### src/hdl/bsd_pkg.sv
// Package: shared types, character constants and escape lookup for the backslash escape decoder
package bsd_pkg;

  typedef enum logic [1:0] {
    MODE_NORMAL  = 2'd0,
    MODE_ESCAPE  = 2'd1,
    MODE_OCTAL   = 2'd2,
    MODE_STOPPED = 2'd3
  } scan_mode_e;

  localparam logic [7:0] CHR_BACKSLASH = 8'h5C;
  localparam logic [7:0] CHR_ZERO      = 8'h30;
  localparam logic [7:0] CHR_SEVEN     = 8'h37;
  localparam logic [7:0] CHR_STOP      = 8'h63;
  localparam logic [1:0] OCTAL_DIGITS  = 2'd3;

  localparam int unsigned FIFO_DEPTH = 4;

  typedef struct packed {
    logic [7:0] out_byte;
    logic       byte_valid;
    logic       string_done;
    logic       stopped_by_c;
    logic       last_of_run;
  } result_t;

  typedef struct packed {
    logic [1:0] count;
    result_t    r0;
    result_t    r1;
  } push_t;

  typedef struct packed {
    logic       known;
    logic [7:0] code;
  } esc_t;

  function automatic esc_t escape_lookup(logic [7:0] c);
    esc_t e;
    e.known = 1'b1;
    unique case (c)
      8'h61:         e.code = 8'd7;
      8'h62:         e.code = 8'd8;
      8'h66:         e.code = 8'd12;
      8'h6E:         e.code = 8'd10;
      8'h72:         e.code = 8'd13;
      8'h74:         e.code = 8'd9;
      8'h76:         e.code = 8'd11;
      CHR_BACKSLASH: e.code = CHR_BACKSLASH;
      default: begin
        e.known = 1'b0;
        e.code  = 8'd0;
      end
    endcase
    return e;
  endfunction

endpackage

### src/hdl/bsd_if.sv
// Interfaces: request channels into and out of the backslash escape decoder
interface bsd_in_if;
  logic       valid;
  logic       ready;
  logic [7:0] in_byte;
  logic       end_of_string;

  modport source (output valid, output in_byte, output end_of_string, input ready);
  modport sink   (input valid, input in_byte, input end_of_string, output ready);
endinterface

interface bsd_out_if;
  logic       valid;
  logic       ready;
  logic [7:0] out_byte;
  logic       byte_valid;
  logic       string_done;
  logic       stopped_by_c;
  logic       last_of_run;

  modport source (output valid, output out_byte, output byte_valid, output string_done,
                  output stopped_by_c, output last_of_run, input ready);
  modport sink   (input valid, input out_byte, input byte_valid, input string_done,
                  input stopped_by_c, input last_of_run, output ready);
endinterface

### src/hdl/bsd_step.sv
// Input register, scan state and per-byte decode producing up to two results
module bsd_step (
  input  logic           clk_i,
  input  logic           rst_ni,
  input  logic           in_valid_i,
  input  logic [7:0]     in_byte_i,
  input  logic           in_eos_i,
  output logic           in_ready_o,
  input  logic           room_i,
  output bsd_pkg::push_t push_o
);

  logic                s1_valid_q;
  logic [7:0]          s1_byte_q;
  logic                s1_eos_q;
  bsd_pkg::scan_mode_e mode_q, mode_d;
  logic [7:0]          val_q, val_d;
  logic [1:0]          dig_q, dig_d;
  logic                adv;
  logic                take;
  logic [1:0]          n;
  bsd_pkg::result_t    r0, r1;
  bsd_pkg::esc_t       esc;
  logic                is_oct;
  logic [7:0]          oct_next;

  assign adv        = s1_valid_q & room_i;
  assign in_ready_o = ~s1_valid_q | room_i;
  assign take       = in_valid_i & in_ready_o;

  always_ff @(posedge clk_i or negedge rst_ni) begin
    if (!rst_ni) begin
      s1_valid_q <= 1'b0;
      mode_q     <= bsd_pkg::MODE_NORMAL;
      val_q      <= 8'd0;
      dig_q      <= 2'd0;
    end else begin
      if (take) begin
        s1_valid_q <= 1'b1;
      end else if (adv) begin
        s1_valid_q <= 1'b0;
      end
      if (adv) begin
        mode_q <= mode_d;
        val_q  <= val_d;
        dig_q  <= dig_d;
      end
    end
  end

  always_ff @(posedge clk_i) begin
    if (take) begin
      s1_byte_q <= in_byte_i;
      s1_eos_q  <= in_eos_i;
    end
  end

  assign esc      = bsd_pkg::escape_lookup(s1_byte_q);
  assign is_oct   = (s1_byte_q >= bsd_pkg::CHR_ZERO) && (s1_byte_q <= bsd_pkg::CHR_SEVEN);
  assign oct_next = {val_q[4:0], s1_byte_q[2:0]};

  always_comb begin
    r0     = '0;
    r1     = '0;
    n      = 2'd0;
    mode_d = mode_q;
    val_d  = val_q;
    dig_d  = dig_q;
    if (s1_eos_q) begin
      n              = 2'd1;
      r0.string_done = 1'b1;
      unique case (mode_q)
        bsd_pkg::MODE_ESCAPE: begin
          r0.out_byte   = bsd_pkg::CHR_BACKSLASH;
          r0.byte_valid = 1'b1;
        end
        bsd_pkg::MODE_OCTAL: begin
          r0.out_byte   = val_q;
          r0.byte_valid = 1'b1;
        end
        bsd_pkg::MODE_STOPPED: r0.stopped_by_c = 1'b1;
        default: ;
      endcase
      mode_d = bsd_pkg::MODE_NORMAL;
      val_d  = 8'd0;
      dig_d  = 2'd0;
    end else begin
      unique case (mode_q)
        bsd_pkg::MODE_NORMAL: begin
          if (s1_byte_q == bsd_pkg::CHR_BACKSLASH) begin
            mode_d = bsd_pkg::MODE_ESCAPE;
          end else begin
            n             = 2'd1;
            r0.out_byte   = s1_byte_q;
            r0.byte_valid = 1'b1;
          end
        end
        bsd_pkg::MODE_ESCAPE: begin
          mode_d = bsd_pkg::MODE_NORMAL;
          priority if (esc.known) begin
            n             = 2'd1;
            r0.out_byte   = esc.code;
            r0.byte_valid = 1'b1;
          end else if (s1_byte_q == bsd_pkg::CHR_STOP) begin
            mode_d = bsd_pkg::MODE_STOPPED;
          end else if (s1_byte_q == bsd_pkg::CHR_ZERO) begin
            mode_d = bsd_pkg::MODE_OCTAL;
            val_d  = 8'd0;
            dig_d  = 2'd0;
          end else begin
            n             = 2'd2;
            r0.out_byte   = bsd_pkg::CHR_BACKSLASH;
            r0.byte_valid = 1'b1;
            r1.out_byte   = s1_byte_q;
            r1.byte_valid = 1'b1;
          end
        end
        bsd_pkg::MODE_OCTAL: begin
          if (is_oct && (dig_q < bsd_pkg::OCTAL_DIGITS)) begin
            if (dig_q + 2'd1 == bsd_pkg::OCTAL_DIGITS) begin
              n             = 2'd1;
              r0.out_byte   = oct_next;
              r0.byte_valid = 1'b1;
              mode_d        = bsd_pkg::MODE_NORMAL;
              val_d         = 8'd0;
              dig_d         = 2'd0;
            end else begin
              val_d = oct_next;
              dig_d = dig_q + 2'd1;
            end
          end else begin
            // early end of octal run: flush value, then treat byte as normal
            n             = 2'd1;
            r0.out_byte   = val_q;
            r0.byte_valid = 1'b1;
            mode_d        = bsd_pkg::MODE_NORMAL;
            val_d         = 8'd0;
            dig_d         = 2'd0;
            if (s1_byte_q == bsd_pkg::CHR_BACKSLASH) begin
              mode_d = bsd_pkg::MODE_ESCAPE;
            end else begin
              n             = 2'd2;
              r1.out_byte   = s1_byte_q;
              r1.byte_valid = 1'b1;
            end
          end
        end
        default: ;
      endcase
    end
    r0.last_of_run = (n == 2'd1);
    r1.last_of_run = (n == 2'd2);
  end

  assign push_o.count = adv ? n : 2'd0;
  assign push_o.r0    = r0;
  assign push_o.r1    = r1;

endmodule

### src/hdl/bsd_fifo.sv
// Result queue: takes up to two results a cycle, hands out one while out_ready_i is high
module bsd_fifo #(
  parameter int unsigned Depth = bsd_pkg::FIFO_DEPTH
) (
  input  logic             clk_i,
  input  logic             rst_ni,
  input  bsd_pkg::push_t   push_i,
  output logic             room_o,
  output logic             out_valid_o,
  input  logic             out_ready_i,
  output bsd_pkg::result_t out_res_o
);

  localparam int unsigned PtrW = (Depth > 1) ? $clog2(Depth) : 1;
  localparam int unsigned CntW = $clog2(Depth + 1);

  bsd_pkg::result_t mem_q [Depth];
  logic [PtrW-1:0]  head_q, head_d, tail_q, tail_d, tail_nx;
  logic [CntW-1:0]  count_q, count_d;
  logic             pop;

  function automatic logic [PtrW-1:0] ptr_inc(logic [PtrW-1:0] p);
    return (p == PtrW'(Depth - 1)) ? '0 : p + PtrW'(1);
  endfunction

  assign pop         = out_valid_o & out_ready_i;
  assign out_valid_o = (count_q != '0);
  assign out_res_o   = mem_q[head_q];
  assign room_o      = (count_q <= CntW'(Depth - 2));
  assign tail_nx     = ptr_inc(tail_q);

  always_comb begin
    head_d  = pop ? ptr_inc(head_q) : head_q;
    count_d = count_q + CntW'(push_i.count) - CntW'(pop);
    unique case (push_i.count)
      2'd1:    tail_d = tail_nx;
      2'd2:    tail_d = ptr_inc(tail_nx);
      default: tail_d = tail_q;
    endcase
  end

  always_ff @(posedge clk_i or negedge rst_ni) begin
    if (!rst_ni) begin
      head_q  <= '0;
      tail_q  <= '0;
      count_q <= '0;
    end else begin
      head_q  <= head_d;
      tail_q  <= tail_d;
      count_q <= count_d;
    end
  end

  always_ff @(posedge clk_i) begin
    if (push_i.count != 2'd0) begin
      mem_q[tail_q] <= push_i.r0;
    end
    if (push_i.count == 2'd2) begin
      mem_q[tail_nx] <= push_i.r1;
    end
  end

endmodule

### src/hdl/backslash_escape_decoder.sv
// Top level: printf %b backslash escape expander, one string byte per request
//
//   channel | dir | payload                                              | handshake
//   in_i    | in  | in_byte, end_of_string                               | valid/ready
//   out_o   | out | out_byte, byte_valid, string_done, stopped_by_c,     | valid/ready
//           |     | last_of_run                                          |
//
// One input request a cycle while the queue has room; results reach out_o via the queue.
// A request that yields two results hands them to out_o one after the other.
// Input register and queue free space (two slots) set when in_i.ready rises.
// Reset returns scan state to normal and empties the queue; no clearing pass.
// Output stalls back up through the queue into the input register.
module backslash_escape_decoder #(
  parameter int unsigned FifoDepth = bsd_pkg::FIFO_DEPTH
) (
  input  logic      clk_i,
  input  logic      rst_ni,
  bsd_in_if.sink    in_i,
  bsd_out_if.source out_o
);

  bsd_pkg::push_t   push;
  bsd_pkg::result_t res;
  logic             room;

  bsd_step u_step (
    .clk_i      (clk_i),
    .rst_ni     (rst_ni),
    .in_valid_i (in_i.valid),
    .in_byte_i  (in_i.in_byte),
    .in_eos_i   (in_i.end_of_string),
    .in_ready_o (in_i.ready),
    .room_i     (room),
    .push_o     (push)
  );

  bsd_fifo #(
    .Depth (FifoDepth)
  ) u_fifo (
    .clk_i       (clk_i),
    .rst_ni      (rst_ni),
    .push_i      (push),
    .room_o      (room),
    .out_valid_o (out_o.valid),
    .out_ready_i (out_o.ready),
    .out_res_o   (res)
  );

  assign out_o.out_byte     = res.out_byte;
  assign out_o.byte_valid   = res.byte_valid;
  assign out_o.string_done  = res.string_done;
  assign out_o.stopped_by_c = res.stopped_by_c;
  assign out_o.last_of_run  = res.last_of_run;

endmodule

### src/flat_wrapper.sv
// flat-port wrapper written by rule: the top's interface ports become plain ports
module backslash_escape_decoder_flat 
#(
  parameter int unsigned FifoDepth = bsd_pkg::FIFO_DEPTH
)
  (clk_i, rst_ni, in_i_valid, in_i_in_byte, in_i_end_of_string, in_i_ready, out_o_valid, out_o_out_byte, out_o_byte_valid, out_o_string_done, out_o_stopped_by_c, out_o_last_of_run, out_o_ready);
  bsd_in_if in_i_i ();
  bsd_out_if out_o_i ();
  input  logic clk_i;
  input  logic rst_ni;
  input wire logic [$bits(in_i_i.valid)-1:0] in_i_valid;
  input wire logic [$bits(in_i_i.in_byte)-1:0] in_i_in_byte;
  input wire logic [$bits(in_i_i.end_of_string)-1:0] in_i_end_of_string;
  output wire logic [$bits(in_i_i.ready)-1:0] in_i_ready;
  output wire logic [$bits(out_o_i.valid)-1:0] out_o_valid;
  output wire logic [$bits(out_o_i.out_byte)-1:0] out_o_out_byte;
  output wire logic [$bits(out_o_i.byte_valid)-1:0] out_o_byte_valid;
  output wire logic [$bits(out_o_i.string_done)-1:0] out_o_string_done;
  output wire logic [$bits(out_o_i.stopped_by_c)-1:0] out_o_stopped_by_c;
  output wire logic [$bits(out_o_i.last_of_run)-1:0] out_o_last_of_run;
  input wire logic [$bits(out_o_i.ready)-1:0] out_o_ready;
  assign in_i_i.valid = in_i_valid;
  assign in_i_i.in_byte = in_i_in_byte;
  assign in_i_i.end_of_string = in_i_end_of_string;
  assign in_i_ready = in_i_i.ready;
  assign out_o_valid = out_o_i.valid;
  assign out_o_out_byte = out_o_i.out_byte;
  assign out_o_byte_valid = out_o_i.byte_valid;
  assign out_o_string_done = out_o_i.string_done;
  assign out_o_stopped_by_c = out_o_i.stopped_by_c;
  assign out_o_last_of_run = out_o_i.last_of_run;
  assign out_o_i.ready = out_o_ready;
  backslash_escape_decoder #(.FifoDepth(FifoDepth)) u_core (.clk_i(clk_i), .rst_ni(rst_ni), .in_i(in_i_i), .out_o(out_o_i));
endmodule
### config.mk
export PLATFORM = sky130hd
export DESIGN_NAME = backslash_escape_decoder_flat
export DESIGN_NICKNAME = d
export VERILOG_FILES = /design/src/hdl/bsd_pkg.sv /design/src/hdl/bsd_if.sv /design/src/hdl/bsd_step.sv /design/src/hdl/bsd_fifo.sv /design/src/hdl/backslash_escape_decoder.sv /design/src/flat_wrapper.sv
export SDC_FILE = /design/constraint.sdc
export NUM_CORES = 1
export LEC_CHECK = 0
export BUFFER_PORTS_ARGS = -buffer_cell sky130_fd_sc_hd__buf_2
export CAP_MARGIN = 0
export CORE_MARGIN = 3
export CORE_UTILIZATION = 30
export CTS_CLUSTER_DIAMETER = 50
export DETAILED_ROUTE_END_ITERATION = 8
export GPL_TIMING_DRIVEN = 0
export PLACE_DENSITY = 0.51
export SKIP_LAST_GASP = 1
export SYNTH_ARGS = -nofsm -noshare
export SYNTH_HDL_FRONTEND = slang
export SYNTH_SLANG_ARGS = --single-unit
### constraint.sdc
create_clock -name clk_i -period 10.4 [get_ports clk_i]
set_clock_uncertainty 0.1 [all_clocks]
set_input_delay 1.04 -clock clk_i [delete_from_list [all_inputs] [get_ports clk_i]]
set_output_delay 1.04 -clock clk_i [all_outputs]
set_load 0.05 [all_outputs]
Yosys cells after proc, flatten, opt, wreduce, memory -nomap -nowiden
Memories as Yosys holds them, arrays and structs flattened.
Index checks and enable logic that the tools add are counted.
{"block": "totals", "reg_bits": 29, "ram_bits": 48, "in_bits": 13, "mem_count": 1}
{"block": "classes", "n_addsub": 6, "n_lt_le_gt_ge": 4, "eq_ne": 26, "n_mux": 62, "bitwise_logic": 5, "n_reduce_logical": 12}
{"memory": "u_core.u_fifo.mem_q", "depth": 4, "word_bits": 12, "rd": 1, "rd_clocked_by_memory_dff": 0, "wr": 2, "line_no": "bsd_fifo.sv:17", "source": "bsd_pkg::result_t mem_q [Depth];"}
{"operator": "9-bit 2-to-1 mux", "n": 10}
{"operator": "8-bit by 7-bit equality test with 1-bit output (second input constant)", "n": 9}
{"operator": "8-bit 2-to-1 mux", "n": 8}
{"operator": "7-bit case mux with 8 select lines", "n": 1}
{"operator": "2-bit 2-to-1 mux", "n": 24}
{"operator": "9-bit case mux with 2 select lines", "n": 2}
{"operator": "9-bit case mux with 3 select lines", "n": 1}
{"operator": "2-bit equality test (second input constant)", "n": 8}
{"operator": "8-bit case mux with 2 select lines", "n": 1}
{"operator": "3-bit inequality test (second input constant)", "n": 4}
{"operator": "2-bit case mux with 3 select lines", "n": 2}
{"operator": "1-bit 2-to-1 mux", "n": 11}
{"operator": "2-bit by 1-bit adder with 2-bit output (second input constant)", "n": 4}
{"operator": "8-bit by 6-bit equality test with 1-bit output (second input constant)", "n": 1}
{"operator": "8-bit by 6-bit >= comparator with 1-bit output (second input constant)", "n": 1}
{"operator": "8-bit by 6-bit <= comparator with 1-bit output (second input constant)", "n": 1}
{"operator": "2-bit case mux with 2 select lines", "n": 2}
{"operator": "8-bit OR reduction", "n": 1}
{"operator": "2-bit by 1-bit equality test with 1-bit output (second input constant)", "n": 3}
{"operator": "2-bit nonzero test", "n": 3}
{"operator": "3-bit nonzero test", "n": 2}
{"operator": "5-bit AND reduction", "n": 1}
{"operator": "4-bit inequality test (second input constant)", "n": 1}
{"operator": "4-bit AND reduction", "n": 1}
{"operator": "10 further kinds", "n": 13}

Logic depth before layout (Yosys ltp)
Gate-level depths: netlist of run 1.
{"block": "logic_depth", "ltp_word": 10, "depth_mapped": 13}

Modules after synthesis
A second synthesis of run 1 with hierarchy kept.
{"block": "hier_totals", "hier_cells": 398, "hier_area_um2": 4752.1}
{"module": "bsd_fifo", "n_inst": 1, "cells_each": 174, "area_per_inst_um2": 2890.3, "seq_area_each_um2": 1616.6}
{"module": "bsd_step", "n_inst": 1, "cells_each": 224, "area_per_inst_um2": 1861.8, "seq_area_each_um2": 595.6}

Least setup slack after synthesis of run 1
Ideal clock, no wire load.
{"block": "synth_timing", "path_type": "register to register", "from": "register u_core.u_step.s1_byte_q[3]", "to": "memory u_core.u_fifo.mem_q[2][0] in the netlist's numbering, enable pin", "arrival_time_ns": 2.784, "required_ns": 9.909, "path_slack_ns": 7.125, "path_stages_with_launch": 12, "path_cell_list": "edfxtp_1 -> buf_6 -> nor3b_2 -> o31a_1 -> a41o_1 -> nor3b_4 -> nor2_1 -> o21ai_1 -> ha_1 -> nand2_1 -> clkbuf_1 -> o21ai_0"}
{"element": "start: declaration", "line_no": "bsd_step.sv:14", "source": "logic [7:0] s1_byte_q;"}
{"element": "start signal: assignment", "line_no": "bsd_step.sv:53", "source": "s1_byte_q <= in_byte_i;"}
{"element": "end: declaration", "line_no": "bsd_fifo.sv:17"}

==> key figures, run 1 <==
Yosys
  – Post-synth cell types: 70
  – Top_reg_cell synth: edfxtp_1
  – Syn Std Cell Area: 4590 um2
  – Largest family of logic cells by synthesized area: simple AND/OR/NAND/NOR gates
  – Synth Instances: 446
  – EDFF count, synth: 49
  – Adder-cell share of the synthesized area: 4.25%
  – Post-synthesis mux area share: 6.35%
  – FFs w/ async S/R, synth: 26.0%
  – Xor and xnor fraction of the mapped netlist area: 0.954%
  – Synth Area in Simple Gates: 19.4%
  – Yosys top cell by area: edfxtp_1
  – Avg Cell Area, Syn: 10.3 um2
  – Synth warn: 0
  – Synth Register Bits: 77
  – Sequential-to-total area share from yosys stat: 46.4%
  – Top-area cell type share of the netlist area: 32.0%
  – Ranking of synthesized cells by area: edfxtp_1 32%, dfrtp_1 11%, mux4_2 5.9%, nand2_1 4.9%, o22ai_1 4.6%
  – Compound-Gate Fraction of Synth Area: 18.1%
  – Net Count, Synth: 474

Clock tree
  – Post-CTS resize count: 0
  – CTS tree: done
  – Worst skew pair latency: 350 ps
  – Total CTS buffers: 9
  – Root buf cell: clkbuf_16
  – Clock-pin slew on the worst setup and hold paths: 60 ps
  – CTS max path bufs: 2
  – CTS Hold Buffers Added: 0
  – H-tree depth: 3
  – Clock Sinks: 77
  – Postcts setup bufs: 0

Routing
  – Via count: 3691
  – DRT Wirelength: 12600 um
  – Final ANT Viol Nets: 0
  – Drc violations: 0
  – Routed vias/inst: 5.47
  – Wirelength per Cell: 18.6 um
  – Initial DRT Pass Iterations: 5
  – Initial drt markers: 336

Timing
  – Crit share post-route: 39.8%
  – Setup TNS: 0 ps
  – Slew HR: 46.1%
  – Final min period: 4140 ps
  – Final count of negative-setup-slack endpoints: 0
  – RSZ-0062 raised after global routing: no
  – Max Clk Rate: 242 MHz
  – Fin. max-slew vios: 0
  – Final hold violations: 0
  – Slew @ Worst Pin: 808 ps

Layout
  – Synth-to-Final Area Change: 15.0%
  – Layout Nets: 514
  – Layout cell share with drive strength beyond 1: 16.5%
  – Antenna cells: 0

Critical path
  – Setup crit end kind: flop
  – Reg2Reg Setup Slack: 6260 ps
  – CP Class: flop to flop
  – CP cell instances: nor2b_1 > a41oi_2 > or2_4 > nor3b_4 > nor2_1 > o21ai_1 > ha_1 > nand2_1 > clkbuf_1 > o21ai_1 > buf_4
  – CP peak stage delay: 540 ps
  – WP data required: 10360 ps
  – Worst path bufs/invs: 2
  – Worst EP arrival: 4090 ps
  – Most frequent CP cell: o21ai_1
  – CP Max Fanout: 10
  – Slowest cell on crit path: edfxtp_1
  – Critical path startpoint category: flop
  – Crit path max-delay family: simple AND/OR/NAND/NOR gates

Power
  – Logic pwr share: 47.3%
  – Reg power frac: 30.6%
  – Clock power frac: 22.0%
  – Switching power: 0.626 mW
  – Total chip power: 1.44 mW
  – VDD IR max: 0.123 mV
  – Static Leakage: 1.94 nW
  – Pwr/cell area: 273 nW/um2
  – Cell-internal power: 0.817 mW
  – Net Sw Frac: 43.4%

Die
  – I/O pin cnt: 27
  – Die Wd: 130 um
  – Starting Density: 31.1%
  – Site row count: 44
  – DIE HEIGHT: 130 um
  – Core Box Area: 14800 um2
  – Total Die Area: 16800 um2

Place
  – DP HPWL: 9300 um
  – Placer Congestion: 0.914
  – I/O Buffers: 26

GRT
  – Initial antenna violation count: 0
  – Vias in the first global route: 3546
  – First-pass GRT wire length: 19700 um
  – Grt ovf: 0
  – Total GRT Usage: 15.5%
  – Largest net degree at the start of global routing: 21

Status
  – Status: finished clean

Hold path
  – HP Class: flop to flop

Job
  – Max-cap viol count: 0
[cell usage in the layout, fill, tap and decap left out, drive strengths merged, types with 3 or more instances in the layout]
cell	instances
a21boi	5
a21o	5
a21oi	11
a22oi	5
a31oi	5
and2	4
and3	5
and4	4
buf	39
clkbuf	25
clkinv	5
dfrtp	20
dfxtp	8
edfxtp	49
ha	14
inv	18
mux4	12
nand2	60
nand2b	13
nand3	24
nand4	4
nor2	17
nor2b	7
nor3	5
nor3b	3
o21ai	40
o22ai	34
o31ai	4
or2	6
xor2	3
[power groups by stage]
stage / clock network, mW / registers [mW] / logic [mW]
after floorplan: 0 / 0.436 / 0.518
after global placement: 0 / 0.447 / 0.670
after detailed placement: 0 / 0.449 / 0.683
after CTS: 0.323 / 0.443 / 0.685
after global routing: 0.339 / 0.450 / 0.740
final: 0.318 / 0.442 / 0.683
[sequential cells by signal, indices dropped and copies added (netlist names)]
register                  flops
u_core.u_fifo.count_q         3
u_core.u_fifo.head_q          2
u_core.u_fifo.mem_q          48
u_core.u_fifo.tail_q          2
u_core.u_step.dig_q           2
u_core.u_step.mode_q          2
u_core.u_step.s1_byte_q       8
u_core.u_step.s1_eos_q        1
u_core.u_step.s1_valid_q      1
u_core.u_step.val_q           8
[path summary, 6_finish.rpt]
path / from / endpoint / cells past startpoint
max reg2reg: u_core.u_step.s1_byte_q[7] / u_core.u_fifo.mem_q[2][3] / 11
min reg2reg: u_core.u_fifo.mem_q[3][2] / u_core.u_fifo.mem_q[3][2] / 2
max in group asynchronous: rst_ni / u_core.u_step.val_q[5] / 1
min: u_core.u_fifo.mem_q[3][2] / u_core.u_fifo.mem_q[3][2] / 2
min in group asynchronous: rst_ni / u_core.u_fifo.head_q[1] / 1
max: u_core.u_step.s1_byte_q[7] / u_core.u_fifo.mem_q[2][3] / 11
[logic make-up (layout without fill, tap and decap cells)]
kind of cell	count (synthesis)	in the layout
AOI/OAI and AO/OA	128	128
xor gates and xnor gates	5	5
adders and majority gates	15	15
buffers and inverters	43	88
DFF	77	77
muxes	14	14
and+or+nand+nor	164	164
[layout make-up]
cell class	count	area, um2
plain buffers	26	141
fillers	1490	9480
repair buffers	29	156
clock inverters	7	75.1
flip-flops and latches	77	2130
multi-input cells	326	2250
clock buffers	9	225
inverters	17	63.8
well taps	184	230
[stage by stage]
step                      utilization (%)  std cells  worst slack, ps  hold WS, ps  instance area [um2]
after floorplan                         -        446             7130          327                 4590
after global placement               33.6        656             6030          352                 4950
after detailed placement             33.7        659             6310          358                 4980
after CTS                            35.8        675             6290          370                 5280
after global routing                 35.8        675             6010          378                 5280
final                                35.8        675             6260          364                 5280
[worst min-delay path, delay by kind of cell, from the launching register on]
family	cells	cell delay [ps]
flops	1	320
simple gates	2	90
[metal layers]
| metal | wire, um | track usage [%] | up-vias | share of wire (%) |
|---|---|---|---|---|
| li1 | - | - | 1760 | - |
| met1 | 5830 | 21.3 | 1782 | 46 |
| met2 | 5680 | 23.4 | 127 | 45 |
| met3 | 803 | 3.89 | 22 | 6.4 |
| met4 | 255 | 6.17 | 0 | 2.0 |
| met5 | 0 | 0 | - | 0 |
[cell usage after synthesis, types with 5 or more instances]
master     n
dfxtp_1    8
nor2b_1    7
nand2_1   60
inv_1     17
ha_1      14
dfrtp_1   20
a21o_1     5
o21ai_0   38
a21oi_1   11
nor3_1     5
nor2_1    17
a22oi_1    5
mux4_2    12
a21boi_0   5
a31oi_1    5
edfxtp_1  49
clkbuf_1  16
nand3_1   21
nand2b_1  12
o22ai_1   34
(Power assumes the default switching activity.)
==> inputs of run 2 (changes only) <==
ABC_AREA = 1   (was unset)
PLACE_DENSITY = 0.53   (was 0.51)
clock period = 3.55 ns   (was 10.4 ns; I/O delays follow)
==> run 2 against run 1 <==
Net effect:
- non-clock buffer count is 3 lower
- largest cell class unchanged
- combinational power grew to 3.2 times the previous value
- routed wire length grew 6.3%
- worst setup slack worse by 6000 ps
- clock power grew to 2.8 times the previous value
- fmax up 26%
- critical endpoint is now u_core.u_fifo.mem_q[0][0]
- count of clock-buffer cells in the layout is the same
==> key figures, run 2 <==
Yosys
  – Count leader, synth: nand2_1
  – Post-synth cell types: 40 (-43%)
  – Ranking of synthesized cells by area: edfxtp_1 31%, nand2_1 12%, dfrtp_1 11%, o21ai_0 6.6%, nand3_1 4.6%
  – Yosys top cell by area: edfxtp_1
  – Avg Cell Area, Syn: 7.89 um2 (-23%)
  – Synth warn: 0 (unchanged)
  – Sequential-to-total area share from yosys stat: 44.9% (-1.6 points)
  – EDFF count, synth: 49 (unchanged)
  – Top_reg_cell synth: edfxtp_1
  – Net Count, Synth: 630 (+33%)
  – Top-area cell type share of the netlist area: 31.0% (-1.1 points)
  – Syn Std Cell Area: 4750 um2 (+3.5%)
  – FFs w/ async S/R, synth: 26.0% (unchanged)
  – Top cells by count, synth: 149 x nand2_1, 63 x o21ai_0, 58 x nor2_1
  – Synth Register Bits: 77 (unchanged)
  – Synth Instances: 602 (+35%)

Layout
  – Largest register by flop count: u_core.u_fifo.mem_q
  – Synth-to-Final Area Change: 14.6%
  – Filler cells: 1625 (+9.1%)
  – Most frequent cells in the layout: 147 x nand2_1, 63 x o21ai_0, 58 x nor2_1, 54 x inv_1, 49 x edfxtp_1
  – Biggest regs: u_core.u_fifo.mem_q x48, u_core.u_step.s1_byte_q x8, u_core.u_step.val_q x8
  – Max reg flops: 48 (unchanged)
  – Layout cell share with drive strength beyond 1: 13.8% (-2.7 points)
  – Final core occ: 35.4% (-0.35 points)
  – Layout Nets: 668 (+30%)
  – Antenna cells: 0 (unchanged)
  – Commonest non-fill, non-tap cell in the layout: nand2_1

GRT
  – Vias in the first global route: 4180 (+18%)
  – Initial antenna violation count: 0 (unchanged)
  – Total GRT Usage: 15.8% (+0.29 points)
  – Grt ovf: 0 (unchanged)
  – First-pass GRT wire length: 22100 um (+12%)
  – Largest net degree at the start of global routing: 21 (unchanged)

Clock tree
  – Postcts setup bufs: 0 (unchanged)
  – H-tree depth: 3 (unchanged)
  – Total CTS buffers: 9 (unchanged)
  – Worst skew pair latency: 350 ps (about the same)
  – Clock-pin slew on the worst setup and hold paths: 70 ps (about the same)
  – Clock Sinks: 77 (unchanged)
  – CTS tree: done
  – Root buf cell: clkbuf_16
  – CTS max path bufs: 2 (unchanged)

Critical path
  – Worst path bufs/invs: 2 (unchanged)
  – Critical path startpoint category: flop
  – WP data required: 3480 ps (-6880 ps)
  – Worst reg2reg startpoint: u_core.u_step.s1_byte_q[2]
  – CP Max Fanout: 10 (unchanged)
  – Worst Setup SP: u_core.u_step.s1_byte_q[2]
  – Slowest cell on crit path: edfxtp_1
  – CP Depth: 12 (+1)
  – R2R depth: 12 (+1)
  – Crit path max-delay family: simple AND/OR/NAND/NOR gates
  – CP Class: flop to flop
  – Setup crit end kind: flop
  – Most frequent CP cell: nor2_1
  – CP cell instances: nor2_1 > nand3_1 > nor2_1 > nor2_1 > nand4_1 > nand2_2 > nand3_4 > inv_1 > ha_1 > nand2_1 > clkbuf_1 > nand2_2
  – CP peak stage delay: 540 ps (about the same)
  – Worst EP arrival: 3200 ps (-890 ps)

Routing
  – Final ANT Viol Nets: 0 (unchanged)
  – Wirelength per Cell: 15.6 um (-16%)
  – Drc violations: 0 (unchanged)
  – Initial DRT Pass Iterations: 5 (unchanged)
  – DRT Wirelength: 13400 um (+6.3%)
  – Initial drt markers: 355 (+5.7%)
  – Routed vias/inst: 4.97 (-9.2%)
  – Via count: 4251 (+15%)

Die
  – Starting Density: 30.9% (-0.21 points)
  – Site row count: 45 (+2.3%)
  – Core Box Area: 15400 um2 (+4.2%)
  – Total Die Area: 17400 um2 (+3.3%)
  – I/O pin cnt: 27 (unchanged)
  – Die Wd: 132 um (+1.6%)
  – DIE HEIGHT: 132 um (+1.6%)

Place
  – DP HPWL: 10500 um (+13%)
  – I/O Buffers: 26 (unchanged)
  – Placer Congestion: 0.913 (-0.19%)

Timing
  – Slew HR: 35.9% (-10 points)
  – Final hold violations: 0 (unchanged)
  – Fin. max-slew vios: 0 (unchanged)
  – Final min period: 3280 ps (-860 ps)
  – RSZ-0062 raised after global routing: no
  – Final count of negative-setup-slack endpoints: 0 (unchanged)
  – Setup TNS: 0 ps (unchanged)
  – Max Clk Rate: 305 MHz (+26%)
  – Crit share post-route: 92.3% (+53 points)
  – Slew @ Worst Pin: 961 ps (+153 ps)

Power
  – VDD IR max: 0.320 mV (+160%)
  – Static Leakage: 2.42 nW (+25%)
  – Pwr/cell area: 814 nW/um2 (+200%)

Hold path
  – HP Class: primary input to flop
  – Worst hold stages: 1 (-1)
  – Hold Crit Start: in_i_in_byte[6]

Status
  – Status: finished clean

Job
  – Max-cap viol count: 0 (unchanged)
[run 2: changes by cell type after synthesis, sizes merged, moves of 12 or more]
cell    previous run  this run
inv               17        60
mux4              12         0
nand2             60       168
nand2b            13         0
nand3             24        45
nor2              17        65
o21ai             40        71
[run 2: timing repair]
item | 4_1_cts | 5_1_grt
endpoints found under the setup margin | 0 | 20
hold buffers | 1 | 0
endpoints found under the hold margin | 20 | 0
resized for setup | 0 | 2
[run 2: area by class of cell]
cell class | count | area [um2] | area share, %
buffer | 25 | 138 | 2.53
tap | 211 | 264 | 4.85
multi-input combinational | 439 | 2260 | 41.5
clock inverter | 7 | 58.8 | 1.08
clock buffer | 9 | 225 | 4.14
inverter | 61 | 229 | 4.20
timing repair buffer | 27 | 140 | 2.57
sequential | 77 | 2130 | 39.2
[run 2: logic make-up (layout without fill, tap and decap cells)]
logic type / count (synthesis) / in the layout / share of synthesized area, %
and+or+nand+nor: 298 / 298 / 28.2
AOI/OAI and AO/OA: 122 / 122 / 14.4
buffers and inverters: 86 / 129 / 7.71
DFF: 77 / 77 / 44.9
adders and majority gates: 15 / 15 / 4.11
xor gates and xnor gates: 4 / 4 / 0.737
[run 2: worst paths after layout]
check	slack, ps	endpoint
worst max register to register	270	u_core.u_fifo.mem_q[0][0]
max in group asynchronous	2600	u_core.u_fifo.count_q[2]
worst min register to register	370	u_core.u_fifo.mem_q[1][1]
min in group asynchronous	400	u_core.u_step.val_q[0]
worst max-delay path	270	u_core.u_fifo.mem_q[0][0]
worst min-delay path	80	u_core.u_step.s1_byte_q[6]
[run 2: layer usage]
metal | part of all wire [%] | global-route usage [%]
met1 | 48 | 21.9
met5 | 0 | 0
met2 | 46 | 24.9
met4 | 1.4 | 4.67
met3 | 4.7 | 3.21
[run 2: worst register-to-register path, stage by stage, from the launching register on]
cell and delay, ps:
edfxtp_1 540, nor2_1 190, nand3_1 80, nor2_1 280, nor2_1 160, nand4_1 160, nand2_2 120, nand3_4 140
inv_1 60, ha_1 220, nand2_1 140, clkbuf_1 450, nand2_2 310
[run 2: metrics by stage]
stage / setup WS [ps] / cells / power, mW / hold WS, ps / area (um2)
after floorplan: 865 / 602 / 2.99 / -40.6 / 4750
after global placement: 153 / 839 / 3.52 / 240 / 5150
after detailed placement: 118 / 839 / 3.56 / 254 / 5150
after CTS: 97.7 / 856 / 4.46 / 69.6 / 5440
after global routing: 28.4 / 856 / 4.77 / 70.1 / 5450
final: 274 / 856 / 4.43 / 80.4 / 5450
[run 2: power by group]
group	total (mW)	leakage, nW	internal, mW	switching [mW]
combinational	2.19	1.50	0.593	1.60
sequential	1.35	0.784	1.22	0.134
clock	0.891	0.138	0.485	0.406
total	4.43	2.42	2.29	2.14
